### src/rtl/fir_horizontal_row_filter_top_macros.svh
// Assertion macros for the horizontal row filter.
// Included by the RTL files that carry concurrent checks; needs clk and rst_n in scope.
`ifndef FIR_HORIZONTAL_ROW_FILTER_TOP_MACROS_SVH
`define FIR_HORIZONTAL_ROW_FILTER_TOP_MACROS_SVH

// Same-cycle implication, sampled on clk, off while in reset
`define FHRF_ASSERT_NOW(label, ante, cons) \
    label: assert property (@(posedge clk) disable iff (!rst_n) (ante) |-> (cons)) \
        else $error("fhrf check failed");

// Next-cycle implication, sampled on clk, off while in reset
`define FHRF_ASSERT_NEXT(label, ante, cons) \
    label: assert property (@(posedge clk) disable iff (!rst_n) (ante) |=> (cons)) \
        else $error("fhrf check failed");

`endif

### src/rtl/fhrf_pkg.sv
// Shared types and constants of the horizontal row filter.
// No dependencies; used by the interfaces, the channel datapath and the top level.
package fhrf_pkg;

    // Coefficient registers and arithmetic format
    localparam int NUM_COEFS    = 7;
    localparam int COEF_W       = 16;
    localparam int FRAC_BITS    = 14;
    localparam int ROUND_BIAS   = 8192;
    localparam int OUT_W        = 16;
    localparam int OUT_MAX      = 32767;
    localparam int OUT_MIN      = -32768;

    // Configuration port
    localparam int CFG_IDX_W    = 3;
    localparam int TAP_CNT_W    = 3;
    localparam int HALF_W       = 2;

    localparam logic [CFG_IDX_W-1:0] REG_TAP_COUNT = 3'd0;
    localparam logic [CFG_IDX_W-1:0] REG_COEF_BASE = 3'd1;

    localparam logic [TAP_CNT_W-1:0] TAP_COUNT_RESET = 3'd1;
    localparam logic signed [COEF_W-1:0] COEF_UNITY  = 16'sd16384;

    // Colour channels
    localparam int NUM_CHANNELS = 3;
    localparam int CH_RED       = 0;
    localparam int CH_GREEN     = 1;
    localparam int CH_BLUE      = 2;

    typedef logic signed [COEF_W-1:0] coef_t;
    typedef logic signed [OUT_W-1:0]  sample_t;

    // Load strobes for the two datapath stages
    typedef struct packed {
        logic prod_load;
        logic sum_load;
    } pipe_ctrl_t;

endpackage

### src/rtl/fhrf_channel.sv
// One colour channel of the filter datapath: tap products, then sum, round and saturate.
// Depends on fhrf_pkg; operands arrive already selected and zeroed by the top level.
module fhrf_channel #(
    parameter int PIXEL_BITS = 12
) (
    input  logic                  clk,
    input  fhrf_pkg::pipe_ctrl_t  ctrl,
    input  logic [PIXEL_BITS-1:0] operand [fhrf_pkg::NUM_COEFS],
    input  fhrf_pkg::coef_t       coef    [fhrf_pkg::NUM_COEFS],
    output fhrf_pkg::sample_t     value,
    output logic                  clip
);

    localparam int PROD_W = PIXEL_BITS + fhrf_pkg::COEF_W;
    localparam int SUM_W  = PROD_W + 3;
    localparam logic signed [SUM_W-1:0] SUM_BIAS = SUM_W'(fhrf_pkg::ROUND_BIAS);
    localparam logic signed [SUM_W-1:0] SAT_HI   = SUM_W'(fhrf_pkg::OUT_MAX);
    localparam logic signed [SUM_W-1:0] SAT_LO   = SUM_W'(fhrf_pkg::OUT_MIN);

    logic signed [PROD_W-1:0] prod_next [fhrf_pkg::NUM_COEFS];
    logic signed [PROD_W-1:0] prod_reg  [fhrf_pkg::NUM_COEFS];
    logic signed [SUM_W-1:0]  sum;
    logic signed [SUM_W-1:0]  rounded;
    fhrf_pkg::sample_t        value_next;
    fhrf_pkg::sample_t        value_reg;
    logic                     clip_next;
    logic                     clip_reg;

    // Multiply each tap: unsigned pixel times signed weight
    always_comb
    begin
        for (int t = 0; t < fhrf_pkg::NUM_COEFS; t++)
        begin
            prod_next[t] = PROD_W'($signed({1'b0, operand[t]})) * PROD_W'(coef[t]);
        end
    end

    always_ff @(posedge clk)
    begin
        if (ctrl.prod_load)
        begin
            prod_reg <= prod_next;
        end
    end

    // Add the products, round half up to input units, clamp to 16 bits
    always_comb
    begin
        sum = '0;
        for (int t = 0; t < fhrf_pkg::NUM_COEFS; t++)
        begin
            sum = sum + SUM_W'(prod_reg[t]);
        end
        rounded = (sum + SUM_BIAS) >>> fhrf_pkg::FRAC_BITS;
        clip_next = 1'b0;
        if (rounded > SAT_HI)
        begin
            value_next = fhrf_pkg::sample_t'(fhrf_pkg::OUT_MAX);
            clip_next  = 1'b1;
        end
        else if (rounded < SAT_LO)
        begin
            value_next = fhrf_pkg::sample_t'(fhrf_pkg::OUT_MIN);
            clip_next  = 1'b1;
        end
        else
        begin
            value_next = rounded[fhrf_pkg::OUT_W-1:0];
        end
    end

    always_ff @(posedge clk)
    begin
        if (ctrl.sum_load)
        begin
            value_reg <= value_next;
            clip_reg  <= clip_next;
        end
    end

    assign value = value_reg;
    assign clip  = clip_reg;

endmodule

### config.mk
export PLATFORM = sky130hd
export DESIGN_NAME = fhrf_channel
export DESIGN_NICKNAME = d
export VERILOG_FILES = /design/src/rtl/fir_horizontal_row_filter_top_macros.svh /design/src/rtl/fhrf_pkg.sv /design/src/rtl/fhrf_channel.sv
export SDC_FILE = /design/constraint.sdc
export NUM_CORES = 2
export LEC_CHECK = 0
export BUFFER_PORTS_ARGS = -buffer_cell sky130_fd_sc_hd__buf_2
export CORE_ASPECT_RATIO = 1.25
export CORE_MARGIN = 2
export CORE_UTILIZATION = 60
export CTS_CLUSTER_DIAMETER = 120
export DETAILED_ROUTE_END_ITERATION = 8
export GPL_TIMING_DRIVEN = 0
export HOLD_SLACK_MARGIN = 0.02
export PLACE_DENSITY = 0.87
export REMOVE_ABC_BUFFERS = 1
export SYNTH_ARGS = -nofsm -noshare
export SYNTH_HDL_FRONTEND = slang
export SYNTH_SLANG_ARGS = --single-unit
export TNS_END_PERCENT = 100
### constraint.sdc
create_clock -name clk -period 7.5 [get_ports clk]
set_input_delay 1.125 -clock clk [delete_from_list [all_inputs] [get_ports clk]]
set_output_delay 1.125 -clock clk [all_outputs]
set_load 0.02 [all_outputs]
# [Yosys cells after proc, flatten, opt, wreduce, memory -nomap -nowiden]
# Index checks and enable logic that the tools add are counted.
[totals] register_bits=213 out_inout_bits=17
[op_classes] add_sub_neg=7 mul=7 magnitude_cmp=2 muxes=2
[op_table] op="multiplier 13 x 16 -> 28 bit" n=7
[op_table] op="adder 31 x 28 -> 31 bit" n=3
[op_table] op="adder 30 x 28 -> 31 bit" n=1
[op_table] op="adder 31 x 15 -> 31 bit (second input constant)" n=1
[op_table] op="adder 29 x 28 -> 30 bit" n=1
[op_table] op="adder 28 x 28 -> 29 bit" n=1
[op_table] op="> comparator 17 x 16 -> 1 bit (second input constant)" n=1
[op_table] op="less-than comparator 17 x 16 -> 1 bit (second input constant)" n=1
[op_table] op="two-way mux 16 bit" n=1
[op_table] op="two-way mux 1 bit" n=1

# [Longest topological paths before layout]
[logic_depth] depth_word=9 depth_mapped=22

# [Worst setup path before layout]
# No wires, ideal clock.
[synth_path] path_kind="input to register" start="input operand[1] in the netlist's numbering" end="register prod_reg[26] in the netlist's numbering (data pin)" setup_time_ns=0.260 arrival_time_ns=6.026 t_required_ns=7.240 path_slack_ns=1.214 stages=19 n_path_buf=1 cell_sequence="clkbuf_1 nand2_1 fa_1 inv_1 fa_1 fa_1 inv_1 fa_1 inv_1 fa_1 ha_1 a21o_1 a21o_1 a2111o_1 nor4bb_1 o311a_1 o21a_1 a311oi_2 xnor2_1"
[synth_lines] element="from (decl)" line_no="fhrf_channel.sv:8" source="input logic [PIXEL_BITS-1:0] operand [fhrf_pkg::NUM_COEFS],"
[synth_lines] element="to (signal assigned)" line_no="fhrf_channel.sv:42" source="prod_reg <= prod_next;"
[synth_lines] element="to (decl)" line_no="fhrf_channel.sv:21" source="logic signed [PROD_W-1:0] prod_reg [fhrf_pkg::NUM_COEFS];"

==> flow_metrics.env <==
export IMPL_status="finished clean"
export IMPL_setup_viol=0
export IMPL_clockBufferDepth=3
export IMPL_synth_top_cells_by_area="fa_1 (45%), inv_1 (11%), edfxtp_1 (11%)"
export IMPL_num_io_pins=216
export IMPL_synth_edf_count=213
export IMPL_syn2layout_area_growth_pct=4.67
export IMPL_fin_crit_sh=0.879
export IMPL_num_fill_cells=7658
export IMPL_grt_max_degree=128
export IMPL_yosysMostFrequentCell="inv_1"
export IMPL_dieArea_mm2=0.103
export IMPL_synth_top_area_cell="fa_1"
export IMPL_regToRegStartpoint="prod_reg[93]"
export IMPL_arrival_ns=6.90
export IMPL_rows=130
export IMPL_overflow=0
export IMPL_synthFlopType="edfxtp_1"
export IMPL_cts_sinks=213
export IMPL_post_drt_wl_per_cell_um=18.2
export IMPL_place_hpwl_mm=117
export IMPL_ys_seq_area_frac=0.106
export IMPL_end_kind="register"
export IMPL_fp_coreArea_mm2=0.100
export IMPL_cts_tree="done"
export IMPL_period_needed_ns=6.59
export IMPL_initial_utilization=0.603
export IMPL_cts_clk_slew_worst_paths_ns=0.07
export IMPL_ys_top_cells_by_count="inv_1 (1751), fa_1 (1366), and2_1 (720)"
export IMPL_ant_nets=0
export IMPL_post_drt_via_cell_ratio=5.54
export IMPL_grt_antenna_before_repair=14
export IMPL_yosysUniqueCellTypes=65
export IMPL_cts_resized=0
export IMPL_tightest_slew_ns=0.798
export IMPL_cts_root_buf="clkbuf_16"
export IMPL_die_w_um=288
export IMPL_synthArstFlopShare=0
export IMPL_synth_area_per_cell_um2=9.53
export IMPL_vias=42800
export IMPL_ys_ff_latch=213
export IMPL_synth_top_cell_area_share=0.453
export IMPL_worstHoldStart="ctrl[1]"
export IMPL_synthCells=6335
export IMPL_skew_ns=0.0150
export IMPL_place_gp_congestion=0.932
export IMPL_worstSkewPairLatency_ns=0.56
export IMPL_required_ns=7.81
export IMPL_drive_gt1_frac=0.0421
export IMPL_cts_setup_buffers=0
export IMPL_grt_setup_unrepaired="no"
export IMPL_grt_pass1_vias=48000
export IMPL_synth_cell_area_mm2=0.0604
export IMPL_cp_startpoint="operand[61]"
export IMPL_first_iter_violations=2849
export IMPL_cap_violations=0
export IMPL_report_final_slew_viol_count=0
export IMPL_holdBufCountCts=0
export IMPL_htree_num_levels=1
export IMPL_io_buffers=215
export IMPL_crit_path_start_kind="primary input"
export IMPL_dr_pass1_iters=5
export IMPL_wl_mm=141
export IMPL_nets=8445
export IMPL_dieHeight_um=359
export IMPL_fin_setup_tns_ns=0
export IMPL_crit_type="in2reg"
export IMPL_largest_reg_flops=196
export IMPL_worstHoldPathType="in2reg"
export IMPL_clock_fmax_mhz=152
export IMPL_drc=0
export IMPL_grt_usage=0.287
export IMPL_crit_fanout=16
export IMPL_slew_limit_headroom=0.463
export IMPL_hold_violations=0
export IMPL_grt_pass1_wl_mm=235
export IMPL_cts_buffers=26
export IMPL_ys_warn_count=0
[cells in the final DEF, fill, tap and decap left out, types with 5 or more instances in the layout]
cell | netlist | layout
inv_1 | 1751 | 1751
fa_1 | 1366 | 1366
and2_1 | 720 | 720
nand2_1 | 687 | 687
ha_1 | 504 | 504
buf_2 | 2 | 214
edfxtp_1 | 213 | 213
xnor2_1 | 162 | 162
a21oi_1 | 120 | 120
nor2_1 | 115 | 115
o21ai_0 | 58 | 58
a21o_1 | 58 | 58
xor2_1 | 45 | 45
o21a_1 | 36 | 36
nor3_1 | 32 | 32
nand3_1 | 29 | 29
clkbuf_16 | 0 | 26
o21bai_1 | 23 | 23
a31oi_1 | 19 | 19
and3_1 | 18 | 18
nor2b_1 | 18 | 18
a211oi_1 | 18 | 18
or3_1 | 17 | 17
nand2b_1 | 15 | 15
nand4_1 | 11 | 11
o211ai_1 | 11 | 11
diode_2 | 0 | 9
a21boi_0 | 6 | 6
o31ai_1 | 6 | 6
a211o_1 | 5 | 5
[cell families after synthesis]
logic type	after synthesis	share of synthesized area
AO/OA/AOI/OAI	406	0.0444
AND/OR/NAND/NOR	1681	0.140
adder cells (fa/ha/maj)	1870	0.557
multiplexers	4	0.000663
buffers and inverters	1954	0.122
XOR/XNOR	207	0.0300
flip-flops	213	0.106
[per-layer routing]
metal / routed length, um / part of all wire / GRT usage / up-vias
li1: - / - / - / 18700
met1: 48900 / 0.35 / 0.329 / 21800
met2: 72800 / 0.52 / 0.511 / 1785
met3: 8900 / 0.063 / 0.0391 / 564
met4: 9990 / 0.071 / 0.171 / 8
met5: 45 / 0.00032 / 0 / -
[worst max-delay path, stage by stage]
cell	delay, ns
buf_2	0.33
nand2_1	0.14
fa_1	0.55
inv_1	0.05
fa_1	0.47
inv_1	0.06
fa_1	0.52
inv_1	0.09
fa_1	0.57
fa_1	0.43
ha_1	0.22
or3_1	0.41
o21bai_1	0.20
a31oi_1	0.37
o21ai_0	0.40
a211oi_1	0.52
o41ai_1	0.16
a21oi_1	0.19
xnor2_1	0.09
[final cells by class]
cell class              instances  area [um^2]  area share
inverters                    1751         6570       0.104
multi-input cells            4168        46700       0.738
flip-flops and latches        213         6400       0.101
well taps                    1320         1650      0.0261
clock inverters                17          135     0.00214
repair buffers                216         1110      0.0176
diodes                          9         22.5    0.000356
clock buffers                  29          662      0.0105
[final timing paths]
| check | to | slack (ns) | cells past startpoint |
|---|---|---|---|
| max | prod_reg[164] | 0.91 | 19 |
| min | prod_reg[54] | 1.03 | 1 |
| max reg2reg | value[1] | 1.98 | 18 |
| min reg2reg | value[15] | 1.47 | 4 |
[through the flow]
stage	hold WS (ns)	setup slack (ns)	instance area, um^2	util	instances
after floorplan	1.05	1.53	59600	-	6132
after global placement	1.43	0.524	62300	0.622	7667
after detailed placement	1.44	0.605	62400	0.623	7668
after CTS	1.01	1.07	63200	0.631	7714
after global routing	1.03	0.673	63200	0.631	7723
final	1.03	0.908	63200	0.631	7723
Power is left out: the tool's default activity adds up to more than one toggle a clock period on the data nets, which glitch-free logic cannot reach.
